<file path="src/sttcq_pkg.sv">
// Shared types and constants for the stack-to-two-class-queues block.
package sttcq_pkg;

	localparam int CODE_BITS       = 7;
	localparam int OP_BITS         = 2;
	localparam int STATUS_BITS     = 3;
	localparam int COUNT_BITS      = 4;
	localparam int LIMIT_BITS      = 4;
	localparam int STACK_DEPTH_DEF = 8;
	localparam int QUEUE_DEPTH_DEF = 16;
	localparam logic [LIMIT_BITS-1:0] LIMIT_RESET = 4'd8;

	typedef enum logic [OP_BITS-1:0] {
		OP_REGISTER   = 2'd0,
		OP_DISTRIBUTE = 2'd1,
		OP_SEND       = 2'd2,
		OP_NONE       = 2'd3
	} op_t;

	typedef enum logic [STATUS_BITS-1:0] {
		ST_DONE        = 3'd0,
		ST_STACK_FULL  = 3'd1,
		ST_STACK_EMPTY = 3'd2,
		ST_QUEUE_EMPTY = 3'd3,
		ST_QUEUE_FULL  = 3'd4
	} status_t;

	typedef enum logic {
		S_IDLE = 1'b0,
		S_EXEC = 1'b1
	} state_t;

	// controller -> datapath
	typedef struct packed {
		logic capture;
		logic commit;
	} ctrl_cmd_t;

	// datapath -> controller
	typedef struct packed {
		logic out_free;
	} dp_status_t;

endpackage

</file>
<file path="src/sttcq_if.sv">
// Request and response channel interfaces.
interface sttcq_req_if;
	logic                                valid;
	logic                                ready;
	logic [sttcq_pkg::OP_BITS-1:0]       operation;
	logic [sttcq_pkg::CODE_BITS-1:0]     item_code;
	logic                                item_international;
	logic                                queue_select;

	modport source (output valid, operation, item_code, item_international, queue_select,
		input ready);
	modport sink (input valid, operation, item_code, item_international, queue_select,
		output ready);
endinterface

interface sttcq_rsp_if;
	logic                                valid;
	logic                                ready;
	logic [sttcq_pkg::STATUS_BITS-1:0]   status;
	logic [sttcq_pkg::CODE_BITS-1:0]     out_code;
	logic                                out_international;
	logic [sttcq_pkg::COUNT_BITS-1:0]    stack_count;

	modport source (output valid, status, out_code, out_international, stack_count,
		input ready);
	modport sink (input valid, status, out_code, out_international, stack_count,
		output ready);
endinterface

</file>
<file path="src/sttcq_ctrl.sv">
// Controller: sequences capture and commit of one operation at a time.
module sttcq_ctrl (
	input  logic                   clk,
	input  logic                   arst_n,
	input  logic                   in_valid,
	output logic                   in_ready,
	input  sttcq_pkg::dp_status_t  stat,
	output sttcq_pkg::ctrl_cmd_t   cmd
);

	sttcq_pkg::state_t state_q;
	sttcq_pkg::state_t state_d;

	always_ff @(posedge clk or negedge arst_n) begin
		if (!arst_n) begin
			state_q <= sttcq_pkg::S_IDLE;
		end else begin
			state_q <= state_d;
		end
	end

	always_comb begin
		state_d = state_q;
		case (state_q)
			sttcq_pkg::S_IDLE: begin
				if (in_valid) state_d = sttcq_pkg::S_EXEC;
			end
			sttcq_pkg::S_EXEC: begin
				if (stat.out_free) state_d = sttcq_pkg::S_IDLE;
			end
			default: state_d = sttcq_pkg::S_IDLE;
		endcase
	end

	always_comb begin
		in_ready    = 1'b0;
		cmd.capture = 1'b0;
		cmd.commit  = 1'b0;
		case (state_q)
			sttcq_pkg::S_IDLE: begin
				in_ready    = 1'b1;
				cmd.capture = in_valid;
			end
			sttcq_pkg::S_EXEC: begin
				// wait here while the result register is held by the receiver
				cmd.commit = stat.out_free;
			end
			default: ;
		endcase
	end

endmodule

</file>
<file path="src/sttcq_dp.sv">
// Datapath: stack and queue memories, pointers, limit register, result register.
module sttcq_dp #(
	parameter int STACK_DEPTH = sttcq_pkg::STACK_DEPTH_DEF,
	parameter int QUEUE_DEPTH = sttcq_pkg::QUEUE_DEPTH_DEF
) (
	input  logic                                clk,
	input  logic                                arst_n,
	input  logic                                cfg_we,
	input  logic [sttcq_pkg::LIMIT_BITS-1:0]    cfg_wdata,
	input  logic [sttcq_pkg::OP_BITS-1:0]       operation,
	input  logic [sttcq_pkg::CODE_BITS-1:0]     item_code,
	input  logic                                item_international,
	input  logic                                queue_select,
	input  sttcq_pkg::ctrl_cmd_t                cmd,
	output sttcq_pkg::dp_status_t               stat,
	output logic                                out_valid,
	input  logic                                out_ready,
	output logic [sttcq_pkg::STATUS_BITS-1:0]   status,
	output logic [sttcq_pkg::CODE_BITS-1:0]     out_code,
	output logic                                out_international,
	output logic [sttcq_pkg::COUNT_BITS-1:0]    stack_count
);

	localparam int CB    = sttcq_pkg::CODE_BITS;
	localparam int LB    = sttcq_pkg::LIMIT_BITS;
	localparam int CNT_W = sttcq_pkg::COUNT_BITS;
	localparam int SP_W  = $clog2(STACK_DEPTH + 1);
	localparam int SA_W  = (STACK_DEPTH > 1) ? $clog2(STACK_DEPTH) : 1;
	localparam int QA_W  = $clog2(QUEUE_DEPTH);
	localparam int QC_W  = $clog2(QUEUE_DEPTH + 1);
	localparam int CMP_W = (SP_W > LB) ? SP_W : LB;
	localparam logic [CMP_W-1:0] DEPTH_CMP = CMP_W'(STACK_DEPTH);
	localparam logic [QC_W-1:0]  Q_FULL    = QC_W'(QUEUE_DEPTH);
	localparam logic [QC_W:0]    Q_WRAP    = (QC_W + 1)'(QUEUE_DEPTH);
	localparam logic [QA_W-1:0]  Q_LAST    = QA_W'(QUEUE_DEPTH - 1);

	// storage
	logic [CB:0]   stack_mem [STACK_DEPTH];
	logic [CB-1:0] nat_mem   [QUEUE_DEPTH];
	logic [CB-1:0] intl_mem  [QUEUE_DEPTH];

	// control state
	logic [LB-1:0]   limit_q;
	logic [SP_W-1:0] sp_q,        sp_d;
	logic [QA_W-1:0] nat_head_q,  nat_head_d;
	logic [QA_W-1:0] intl_head_q, intl_head_d;
	logic [QC_W-1:0] nat_cnt_q,   nat_cnt_d;
	logic [QC_W-1:0] intl_cnt_q,  intl_cnt_d;
	logic            out_valid_q;

	// captured item and registered memory reads
	sttcq_pkg::op_t  op_q;
	logic [CB-1:0]   code_q;
	logic            cls_q;
	logic            sel_q;
	logic [CB:0]     stack_rd_q;
	logic [CB-1:0]   nat_rd_q;
	logic [CB-1:0]   intl_rd_q;

	// result register
	sttcq_pkg::status_t status_q, status_d;
	logic [CB-1:0]      code_res_q, code_res_d;
	logic               cls_res_q,  cls_res_d;
	logic [CNT_W-1:0]   count_q;

	logic            stack_we, nat_we, intl_we;
	logic [SP_W-1:0] sp_dec;
	logic [SA_W-1:0] top_idx;
	logic            reg_ok;
	logic            top_cls;
	logic [QC_W:0]   nat_sum, intl_sum;
	logic [QA_W-1:0] nat_tail, intl_tail;

	assign sp_dec  = sp_q - 1'b1;
	assign top_idx = sp_dec[SA_W-1:0];
	assign top_cls = stack_rd_q[CB];
	// limit above the depth saturates at the depth
	assign reg_ok  = (CMP_W'(sp_q) < CMP_W'(limit_q)) && (CMP_W'(sp_q) < DEPTH_CMP);

	// tail = (head + count) mod depth; the sum stays below twice the depth
	assign nat_sum   = (QC_W + 1)'(nat_head_q) + (QC_W + 1)'(nat_cnt_q);
	assign intl_sum  = (QC_W + 1)'(intl_head_q) + (QC_W + 1)'(intl_cnt_q);
	assign nat_tail  = (nat_sum >= Q_WRAP) ? QA_W'(nat_sum - Q_WRAP) : QA_W'(nat_sum);
	assign intl_tail = (intl_sum >= Q_WRAP) ? QA_W'(intl_sum - Q_WRAP) : QA_W'(intl_sum);

	always_comb begin
		sp_d        = sp_q;
		nat_head_d  = nat_head_q;
		intl_head_d = intl_head_q;
		nat_cnt_d   = nat_cnt_q;
		intl_cnt_d  = intl_cnt_q;
		status_d    = sttcq_pkg::ST_DONE;
		code_res_d  = '0;
		cls_res_d   = 1'b0;
		stack_we    = 1'b0;
		nat_we      = 1'b0;
		intl_we     = 1'b0;
		case (op_q)
			sttcq_pkg::OP_REGISTER: begin
				if (reg_ok) begin
					stack_we   = 1'b1;
					sp_d       = sp_q + 1'b1;
					code_res_d = code_q;
					cls_res_d  = cls_q;
				end else begin
					status_d = sttcq_pkg::ST_STACK_FULL;
				end
			end
			sttcq_pkg::OP_DISTRIBUTE: begin
				if (sp_q == '0) begin
					status_d = sttcq_pkg::ST_STACK_EMPTY;
				end else if (top_cls ? (intl_cnt_q == Q_FULL) : (nat_cnt_q == Q_FULL)) begin
					status_d = sttcq_pkg::ST_QUEUE_FULL;
				end else begin
					if (top_cls) begin
						intl_we    = 1'b1;
						intl_cnt_d = intl_cnt_q + 1'b1;
					end else begin
						nat_we    = 1'b1;
						nat_cnt_d = nat_cnt_q + 1'b1;
					end
					sp_d       = sp_dec;
					code_res_d = stack_rd_q[CB-1:0];
					cls_res_d  = top_cls;
				end
			end
			sttcq_pkg::OP_SEND: begin
				if (sel_q ? (intl_cnt_q == '0) : (nat_cnt_q == '0)) begin
					status_d = sttcq_pkg::ST_QUEUE_EMPTY;
				end else if (sel_q) begin
					code_res_d  = intl_rd_q;
					cls_res_d   = 1'b1;
					intl_cnt_d  = intl_cnt_q - 1'b1;
					intl_head_d = (intl_head_q == Q_LAST) ? '0 : intl_head_q + 1'b1;
				end else begin
					code_res_d = nat_rd_q;
					nat_cnt_d  = nat_cnt_q - 1'b1;
					nat_head_d = (nat_head_q == Q_LAST) ? '0 : nat_head_q + 1'b1;
				end
			end
			default: ;
		endcase
	end

	always_ff @(posedge clk or negedge arst_n) begin
		if (!arst_n) begin
			limit_q     <= sttcq_pkg::LIMIT_RESET;
			sp_q        <= '0;
			nat_head_q  <= '0;
			intl_head_q <= '0;
			nat_cnt_q   <= '0;
			intl_cnt_q  <= '0;
			out_valid_q <= 1'b0;
		end else begin
			if (cfg_we) limit_q <= cfg_wdata;
			if (cmd.commit) begin
				sp_q        <= sp_d;
				nat_head_q  <= nat_head_d;
				intl_head_q <= intl_head_d;
				nat_cnt_q   <= nat_cnt_d;
				intl_cnt_q  <= intl_cnt_d;
				out_valid_q <= 1'b1;
			end else if (out_ready) begin
				out_valid_q <= 1'b0;
			end
		end
	end

	// payload registers and memories
	always_ff @(posedge clk) begin
		if (cmd.capture) begin
			op_q       <= sttcq_pkg::op_t'(operation);
			code_q     <= item_code;
			cls_q      <= item_international;
			sel_q      <= queue_select;
			stack_rd_q <= stack_mem[top_idx];
			nat_rd_q   <= nat_mem[nat_head_q];
			intl_rd_q  <= intl_mem[intl_head_q];
		end
		if (cmd.commit) begin
			status_q   <= status_d;
			code_res_q <= code_res_d;
			cls_res_q  <= cls_res_d;
			count_q    <= CNT_W'(sp_d);
			if (stack_we) stack_mem[sp_q[SA_W-1:0]] <= {cls_q, code_q};
			if (nat_we)   nat_mem[nat_tail]         <= stack_rd_q[CB-1:0];
			if (intl_we)  intl_mem[intl_tail]       <= stack_rd_q[CB-1:0];
		end
	end

	assign stat.out_free     = !out_valid_q || out_ready;
	assign out_valid         = out_valid_q;
	assign status            = status_q;
	assign out_code          = code_res_q;
	assign out_international = cls_res_q;
	assign stack_count       = count_q;

endmodule

</file>
<file path="src/stack_to_two_class_queues.sv">
// Top level: LIFO stack of tagged items feeding one FIFO queue per class.
//
// Channels: req (sink) carries operation, item_code, item_international and
// queue_select; rsp (source) returns status, out_code, out_international and
// stack_count. Both transfer on valid && ready. cfg_we/cfg_wdata write the
// stack limit; write only while no operation is in flight.
// Each operation returns exactly one result. A transferred request is captured
// with a registered read of the stack and queue memories (S_IDLE); the update
// and the result register load follow in S_EXEC once the result register is
// free. A new request is taken only after that update has been committed.
// While the result register is stalled by the receiver a new request is still
// taken; its update then waits until the held result transfers, and req.ready
// stays low meanwhile.
// Reset: stack and both queues empty, limit 8, no result pending. Memory
// contents are not cleared; only data from occupied slots is ever used.
module stack_to_two_class_queues #(
	parameter int STACK_DEPTH = sttcq_pkg::STACK_DEPTH_DEF,
	parameter int QUEUE_DEPTH = sttcq_pkg::QUEUE_DEPTH_DEF
) (
	input  logic                              clk,
	input  logic                              arst_n,
	sttcq_req_if.sink                         req,
	sttcq_rsp_if.source                       rsp,
	input  logic                              cfg_we,
	input  logic [sttcq_pkg::LIMIT_BITS-1:0]  cfg_wdata
);

	sttcq_pkg::ctrl_cmd_t  cmd;
	sttcq_pkg::dp_status_t stat;

	sttcq_ctrl u_ctrl (
		.clk      (clk),
		.arst_n   (arst_n),
		.in_valid (req.valid),
		.in_ready (req.ready),
		.stat     (stat),
		.cmd      (cmd)
	);

	sttcq_dp #(
		.STACK_DEPTH (STACK_DEPTH),
		.QUEUE_DEPTH (QUEUE_DEPTH)
	) u_dp (
		.clk                (clk),
		.arst_n             (arst_n),
		.cfg_we             (cfg_we),
		.cfg_wdata          (cfg_wdata),
		.operation          (req.operation),
		.item_code          (req.item_code),
		.item_international (req.item_international),
		.queue_select       (req.queue_select),
		.cmd                (cmd),
		.stat               (stat),
		.out_valid          (rsp.valid),
		.out_ready          (rsp.ready),
		.status             (rsp.status),
		.out_code           (rsp.out_code),
		.out_international  (rsp.out_international),
		.stack_count        (rsp.stack_count)
	);

`ifndef SYNTHESIS
	// one operation at a time: no new transfer right after one is taken
	a_one_in_flight: assert property (@(posedge clk) disable iff (!arst_n)
		(req.valid && req.ready) |=> !req.ready)
		else $error("request taken while previous operation in flight");

	a_no_overlap: assert property (@(posedge clk) disable iff (!arst_n)
		cmd.capture |-> !cmd.commit)
		else $error("capture and commit in the same cycle");

	a_result_from_commit: assert property (@(posedge clk) disable iff (!arst_n)
		$rose(rsp.valid) |-> $past(cmd.commit))
		else $error("result appeared without a commit");

	a_reject_zero: assert property (@(posedge clk) disable iff (!arst_n)
		(rsp.valid && (rsp.status != sttcq_pkg::ST_DONE))
			|-> (rsp.out_code == '0) && !rsp.out_international)
		else $error("refused operation reports an item");
`endif

endmodule
</file>
<file path="src/flat_wrapper.sv">
// flat-port wrapper written by rule: the top's interface ports become plain ports
module stack_to_two_class_queues_flat 
#(
	parameter int STACK_DEPTH = sttcq_pkg::STACK_DEPTH_DEF,
	parameter int QUEUE_DEPTH = sttcq_pkg::QUEUE_DEPTH_DEF
)
  (clk, arst_n, cfg_we, cfg_wdata, req_valid, req_operation, req_item_code, req_item_international, req_queue_select, req_ready, rsp_valid, rsp_status, rsp_out_code, rsp_out_international, rsp_stack_count, rsp_ready);
  sttcq_req_if req_i ();
  sttcq_rsp_if rsp_i ();
  input  logic clk;
  input  logic arst_n;
  input  logic cfg_we;
  input  logic [sttcq_pkg::LIMIT_BITS-1:0] cfg_wdata;
  input wire logic [$bits(req_i.valid)-1:0] req_valid;
  input wire logic [$bits(req_i.operation)-1:0] req_operation;
  input wire logic [$bits(req_i.item_code)-1:0] req_item_code;
  input wire logic [$bits(req_i.item_international)-1:0] req_item_international;
  input wire logic [$bits(req_i.queue_select)-1:0] req_queue_select;
  output wire logic [$bits(req_i.ready)-1:0] req_ready;
  output wire logic [$bits(rsp_i.valid)-1:0] rsp_valid;
  output wire logic [$bits(rsp_i.status)-1:0] rsp_status;
  output wire logic [$bits(rsp_i.out_code)-1:0] rsp_out_code;
  output wire logic [$bits(rsp_i.out_international)-1:0] rsp_out_international;
  output wire logic [$bits(rsp_i.stack_count)-1:0] rsp_stack_count;
  input wire logic [$bits(rsp_i.ready)-1:0] rsp_ready;
  assign req_i.valid = req_valid;
  assign req_i.operation = req_operation;
  assign req_i.item_code = req_item_code;
  assign req_i.item_international = req_item_international;
  assign req_i.queue_select = req_queue_select;
  assign req_ready = req_i.ready;
  assign rsp_valid = rsp_i.valid;
  assign rsp_status = rsp_i.status;
  assign rsp_out_code = rsp_i.out_code;
  assign rsp_out_international = rsp_i.out_international;
  assign rsp_stack_count = rsp_i.stack_count;
  assign rsp_i.ready = rsp_ready;
  stack_to_two_class_queues #(.STACK_DEPTH(STACK_DEPTH), .QUEUE_DEPTH(QUEUE_DEPTH)) u_core (.clk(clk), .arst_n(arst_n), .req(req_i), .rsp(rsp_i), .cfg_we(cfg_we), .cfg_wdata(cfg_wdata));
endmodule
</file>
<file path="config.mk">
export PLATFORM = sky130hd
export DESIGN_NAME = stack_to_two_class_queues_flat
export DESIGN_NICKNAME = d
export VERILOG_FILES = /design/src/sttcq_pkg.sv /design/src/sttcq_if.sv /design/src/sttcq_ctrl.sv /design/src/sttcq_dp.sv /design/src/stack_to_two_class_queues.sv /design/src/flat_wrapper.sv
export SDC_FILE = /design/constraint.sdc
export NUM_CORES = 1
export LEC_CHECK = 0
export ABC_AREA = 0
export BUFFER_PORTS_ARGS = -buffer_cell sky130_fd_sc_hd__buf_2
export CAP_MARGIN = 20
export CORE_MARGIN = 2
export CORE_UTILIZATION = 61
export DETAILED_ROUTE_END_ITERATION = 8
export PLACE_DENSITY = 0.78
export SYNTH_ARGS = -nofsm -noshare
export SYNTH_HDL_FRONTEND = slang
export SYNTH_SLANG_ARGS = --single-unit
</file>
<file path="constraint.sdc">
create_clock -name clk -period 7.6 [get_ports clk]
set_clock_uncertainty 0.15 [all_clocks]
set_input_delay 1.52 -clock clk [delete_from_list [all_inputs] [get_ports clk]]
set_output_delay 1.52 -clock clk [all_outputs]
set_load 0.005 [all_outputs]
</file>
==> run metrics, run 1 <==
overall power=between 6 and 7 mW; Post-Syn Nets=861; Critical Path Source=u_core.u_dp.sp_q[0]$_DFFE_PN0P_; asr flop ratio synth=0.0769; GR Overflow Total=0; Slew @ Worst Pin=around 1.1 ns; Pre-Repair DR Iteration Count=5; CTS buffer count=38; post-cts resize count=0; Pins Over Slew Limit=0; Crit. End Element=flop; hold slack final=roughly 0.37 ns; io pins=37; std cell rows=57; number of DRC markers in iteration 0=844; Via-to-Cell Ratio=6.44; EDFF count, synth=around 340; maximum vdd drop=0.206 mV; gp weighted congestion=approximately 0.85; Cell Int Power=4.57 mW; GRT Util Overall=0.246; Max clock buf depth=3; most common cell in the netlist=edfxtp_1; Initial Utilization=0.620; Switching Fraction=0.312; Area Growth Syn to Fin=12.4%; Reg2Reg Setup Slack=3.96 ns; Syn Inst Count=818; WP data required=7.60 ns; vias=7915; worst r2r src=u_core.u_dp.sp_q[0]$_DFFE_PN0P_; setup repair bufs after CTS=0; H-tree depth=2; root buffer cell=clkbuf_16; Setup Crit Path Kind=flop to flop; Routed Antenna Nets=0; Detailed Route WL=31200 um; GR Util met3=0.0362; met2 usage=0.404; run status=complete, no violations; Commonest cells post-synth=edfxtp_1, mux4_2, nor2_1, a21oi_1, dfrtp_1; Setup violations, final=0; slew margin rel.=0.262; clock share of power=0.285; Hold Crit Start=u_core.u_dp.intl_cnt_q[4]$_DFFE_PN0P_; #FFs+latches synth=364; clk sinks=364; DP HPWL=19500 um; Switching Power=2.08 mW; largest area contributor in the netlist=edfxtp_1; Worst-path clk slew=~0.060 ns; global route hottest layer=met2; worst-path maximum fanout=25; core area=0.0243 mm^2; post-synth top area share=0.669; power density cells=393 mW/mm^2; Flop pwr share=0.429; global-route wire length before repair=47900 um; post-DR wirelength/cell=between 20 and 30 um; arrival time at the worst endpoint=3.63 ns; Die Area=0.0260 mm^2; # fillers=1467; layout cells sized above 1=0.249; Die X=161 um; DRC Markers=0; area of the mapped netlist=0.0151 mm^2; initial antenna violation count=0; Final period util=0.479; startpoint types=flop; Fmax achieved=around 270 MHz; vias in the first global route=8053; Max Cap Viol=0; Distinct cells, synth=66; Final nets=918; dominant cells by area after synthesis=edfxtp_1, mux4_2, dfrtp_1; Top FF cell, synth=edfxtp_1; Inserted Diodes=0; Hold/Removal Path Class=flop to flop; unrepaired setup endpoints after global routing=false; post-synthesis sequential area ratio=0.716; Die H=~160 um; largest net degree at the start of global routing=35; worst-skew pair later-pin latency=roughly 0.52 ns; syn avg cell area=18.4 um^2; P_leak=5.65 nW; setup TNS=0 ns; hold buffer count at CTS=0; CTS tree=done; met1 usage=0.351; Gate power share=0.286; fin crit period=3.64 ns; PortBufs=36; Synth Warn #=0; Hold Vio Cnt, Final=0
## critical path, stage by stage (launching register included)
cell and delay (ns):
dfrtp_1 0.33, buf_4 0.37, inv_1 0.21, ha_1 0.29, or3b_4 0.28, nand2_4 0.10
a2111oi_4 0.51, or3b_1 0.50, nor2_1 0.51
## per-stage QoR
stage | util | cell area (um^2) | std cells | worst slack, ns
floorplan | - | 15100 | 818 | 3.94
global placement | 0.641 | 15600 | 1155 | 3.61
detailed placement | 0.641 | 15600 | 1155 | 3.39
CTS | 0.695 | 16900 | 1225 | 3.88
global route | 0.697 | 16900 | 1229 | 3.80
finish | 0.697 | 16900 | 1229 | 3.96
## final cells by class
class | instances | area, um^2 | share of cell area
well taps | 324 | 405 | 0.0239
multi-input cells | 401 | 4050 | 0.239
flip-flops and latches | 364 | 10800 | 0.637
clock buffers | 51 | 1090 | 0.0645
repair buffers | 54 | 323 | 0.0191
clock inverters | 19 | 213 | 0.0126
inverters | 16 | 60.1 | 0.00354
## registers in the layout, indices dropped and copies added (netlist names)
signal / flops
u_core.u_dp.nat_mem: 112
u_core.u_dp.sp_q: 4
u_core.u_dp.cls_q: 1
u_core.u_dp.intl_cnt_q: 5
u_core.u_dp.out_code: 7
u_core.u_dp.stack_count: 4
u_core.u_dp.stack_rd_q: 8
u_core.u_dp.code_q: 7
u_core.u_dp.stack_mem: 64
u_core.u_dp.out_international: 1
u_core.u_dp.intl_mem: 112
u_core.u_dp.status: 3
u_core.u_dp.nat_cnt_q: 5
u_core.u_dp.intl_rd_q: 7
u_core.u_dp.out_valid: 1
u_core.u_dp.limit_q: 4
u_core.u_dp.op_q: 2
u_core.u_dp.sel_q: 1
u_core.u_dp.intl_head_q: 4
u_core.u_dp.nat_rd_q: 7
u_core.u_ctrl.state_q: 1
u_core.u_dp.nat_head_q: 4
## metal layers
| layer | up-vias | wire length [um] |
|---|---|---|
| met5 | - | 0 |
| met4 | 0 | 847 |
| met3 | 66 | 2170 |
| met2 | 398 | 15500 |
| met1 | 4056 | 12700 |
| li1 | 3395 | - |
## placed cells by master, fill, tap and decap left out, types with 6 or more instances in the layout
cell / n
a21oi_1: 28
nor2b_1: 17
xor2_1: 6
nor2_1: 50
nor3_1: 7
buf_2: 37
mux2i_1: 24
buf_4: 14
dfrtp_1: 25
a211oi_1: 17
edfxtp_1: 336
nand3_1: 8
xnor2_1: 18
nand2_1: 26
a21o_1: 6
nor4_1: 6
clkbuf_16: 41
o21ai_0: 11
mux2_2: 17
clkbuf_1: 7
mux4_2: 72
a221o_1: 8
ha_1: 19
inv_1: 15
## power by group through the flow
stage	Combinational [mW]	Sequential, mW	Clock, mW
3_3_place_gp	1.75	2.91	0
4_1_cts	1.85	2.89	1.91
2_1_floorplan	1.33	2.83	0
5_1_grt	2.05	2.88	2.00
3_5_place_dp	1.83	2.93	0
6_report	1.91	2.85	1.89
## cells by family after synthesis
| kind of cell | Yosys count | synth area share |
|---|---|---|
| compound gates | 95 | 0.0444 |
| mux | 115 | 0.138 |
| xor+xnor | 24 | 0.0139 |
| flops | 364 | 0.716 |
| simple gates | 144 | 0.0508 |
| fa+ha+maj | 23 | 0.0211 |
| buf+inv | 53 | 0.0157 |
## path summary, 6_finish.rpt
check / endpoint / cells after the start
max: u_core.u_dp.nat_mem[0][1]$_DFFE_PP_ / 8
min: u_core.u_dp.intl_cnt_q[4]$_DFFE_PN0P_ / 1
max reg2reg: u_core.u_dp.nat_mem[0][1]$_DFFE_PP_ / 8
min reg2reg: u_core.u_dp.intl_cnt_q[4]$_DFFE_PN0P_ / 1
max in group asynchronous: u_core.u_dp.intl_head_q[0]$_DFFE_PN0P_ / 1
min in group asynchronous: u_core.u_dp.limit_q[0]$_DFFE_PN0P_ / 1
Power figures use the tool's default switching activity.
==> run 2, diff against run 1 <==
Settings changed: ABC_AREA 0 to 1.
Clock period 7.6 ns to 3.4 ns, I/O delays scaled along.
==> run metrics, run 2 <==
vias in the first global route=9625; Critical Path Source=u_core.u_dp.limit_q[3]$_DFFE_PN1P_; Die Area=0.0264 mm^2; Inserted Diodes=0; core area=0.0245 mm^2; layout cells sized above 1=0.121; std cell rows=57; most common cell in the netlist=edfxtp_1; worst-path maximum fanout=10; fin crit period=2.82 ns; post-synth top area share=0.659; Post-Syn Nets=1265; syn avg cell area=12.5 um^2; dpl cell area=0.0159 mm^2; power density cells=910 mW/mm^2; Initial Utilization=0.626; GRT Util Overall=0.263; DRC Markers=0; dominant cells by area after synthesis=edfxtp_1, nor2_1, dfrtp_1; Fmax achieved=about 350 MHz; clock share of power=0.245; asr flop ratio synth=0.0769; Die X=between 150 and 200 um; Pins Over Slew Limit=0; initial antenna violation count=0; area of the mapped netlist=0.0153 mm^2; io pins=37; DP HPWL=~21000 um; global-route wire length before repair=52700 um; Syn Inst Count=1222; unrepaired setup endpoints after global routing=false; #FFs+latches synth=364; largest net degree at the start of global routing=60; Hold/Removal Path Class=primary input to async pin; CTS buffer count=36; setup TNS=0 ns; Switching Fraction=0.374; WP data required=3.41 ns; Distinct cells, synth=47; P_leak=5.99 nW; Final period util=0.829; register area=0.0108 mm^2; Max clock buf depth=3; vias=~9900; Commonest cells post-synth=edfxtp_1, nor2_1, o21ai_0, nand2_1, nand3_1; slew margin rel.=0.340; most frequent cells in the layout=edfxtp_1, nor2_1, o21ai_0, nand2_1, nand3_1; Reg2Reg Setup Slack=0.58 ns; Max Cap Viol=0; post-cts resize count=0; Via-to-Cell Ratio=6.07; final worst setup slack=0.580 ns; PortBufs=36; Die H=162 um; Cell Int Power=9.69 mW; setup repair bufs after CTS=0; overall power=15.5 mW; root buffer cell=clkbuf_16; arrival time at the worst endpoint=between 2 and 3 ns; gp weighted congestion=0.873; Slew @ Worst Pin=0.990 ns; Flop pwr share=0.414; Multi-input gate area=0.00408 mm^2; pre-CTS WS=0.568 ns; Setup violations, final=0; CTS tree=done; worst r2r src=u_core.u_dp.limit_q[3]$_DFFE_PN1P_; largest area contributor in the netlist=edfxtp_1; Crit. End Element=flop; run status=complete, no violations; worst-skew pair later-pin latency=0.53 ns; Top FF cell, synth=edfxtp_1; H-tree depth=2; maximum vdd drop=~0.47 mV; commonest non-fill, non-tap cell in the layout=edfxtp_1; Area Growth Syn to Fin=11.1%; Synth Warn #=0; Pre-Repair DR Iteration Count=8; Hold Vio Cnt, Final=0; Setup Crit Path Kind=flop to flop; post-DR wirelength/cell=20.9 um; fin area=around 0.017 mm^2; Switching Power=5.80 mW; Worst-path clk slew=0.06 ns; hold buffer count at CTS=0; number of DRC markers in iteration 0=1107; Gate power share=0.341; # fillers=1596; clk sinks=364; post-synthesis sequential area ratio=0.705; Detailed Route WL=34000 um; Final nets=1317; EDFF count, synth=336; GR Overflow Total=0; Routed Antenna Nets=0; startpoint types=flop
-- run 2: cell types whose count changed after synthesis, moves of 10 or more --
cell,delta
a211oi_1,-17
a21oi_1,-19
buf_2,+10
mux2i_1,-15
mux4_2,-72
inv_1,+21
nand2_1,+87
o21ai_0,+124
o32ai_1,+28
nor2_1,+224
nor2b_1,-18
o211ai_1,+31
mux2_2,-16
nand3_1,+30
-- run 2: path summary, 6_finish.rpt --
check	end	cells after the start
setup reg to reg	u_core.u_dp.stack_mem[5][7]$_DFFE_PP_	7
hold / removal	u_core.u_dp.sp_q[2]$_DFFE_PN0P_	1
setup / recovery	u_core.u_dp.stack_mem[5][7]$_DFFE_PP_	7
min in group clk	u_core.u_dp.code_q[2]$_DFFE_PP_	1
max in group asynchronous	u_core.u_dp.nat_head_q[1]$_DFFE_PN0P_	1
hold reg to reg	u_core.u_dp.limit_q[3]$_DFFE_PN1P_	2
-- run 2: final cells by class --
cell class,instances,share of cell area
clock buffers,55,0.0596
repair buffers,68,0.0247
well taps,324,0.0238
inverters,50,0.0119
flip-flops and latches,364,0.634
clock inverters,10,0.00610
multi-input cells,754,0.240
-- run 2: power groups by stage --
stage	Clock, mW	Combinational, mW	Sequential [mW]
6_report	3.79	5.28	6.41
5_1_grt	4.01	5.84	6.46
4_1_cts	3.83	5.22	6.40
3_5_place_dp	0	5.15	6.49
3_3_place_gp	0	5.01	6.47
2_1_floorplan	0	3.48	6.41
-- run 2: kinds of logic (layout without fill, tap and decap cells) --
family                     count (synthesis)  in the layout  share of synthesized area
DFF                                      364            364                      0.705
AOI/OAI and AO/OA                        236            236                     0.0930
and+or+nand+nor                          463            463                      0.133
xor gates and xnor gates                  21             21                     0.0120
adders and majority gates                 23             23                     0.0208
buffers and inverters                    104            183                     0.0295
muxes                                     11             11                    0.00735
-- run 2: worst max-delay path, stage by stage, from the launching register on --
cell	delay (ns)
dfstp_2	0.51
inv_1	0.04
ha_1	0.30
a21oi_1	0.27
nand4_1	0.25
inv_2	0.20
nand3_1	0.17
nor2_1	0.57
-- run 2: metrics by stage --
stage | hold WS [ns] | utilization | cells
floorplan | 0.234 | - | 1222
global placement | 0.343 | 0.650 | 1560
detailed placement | 0.348 | 0.650 | 1560
CTS | 0.0650 | 0.695 | 1625
global route | 0.0908 | 0.695 | 1625
finish | 0.0404 | 0.695 | 1625
-- run 2: per-layer routing --
layer | vias up | global-route usage | part of all wire
li1 | 4502 | - | -
met1 | 4772 | 0.368 | 0.41
met2 | 510 | 0.421 | 0.47
met3 | 84 | 0.0494 | 0.092
met4 | 0 | 0.0917 | 0.030
met5 | - | 0 | 0
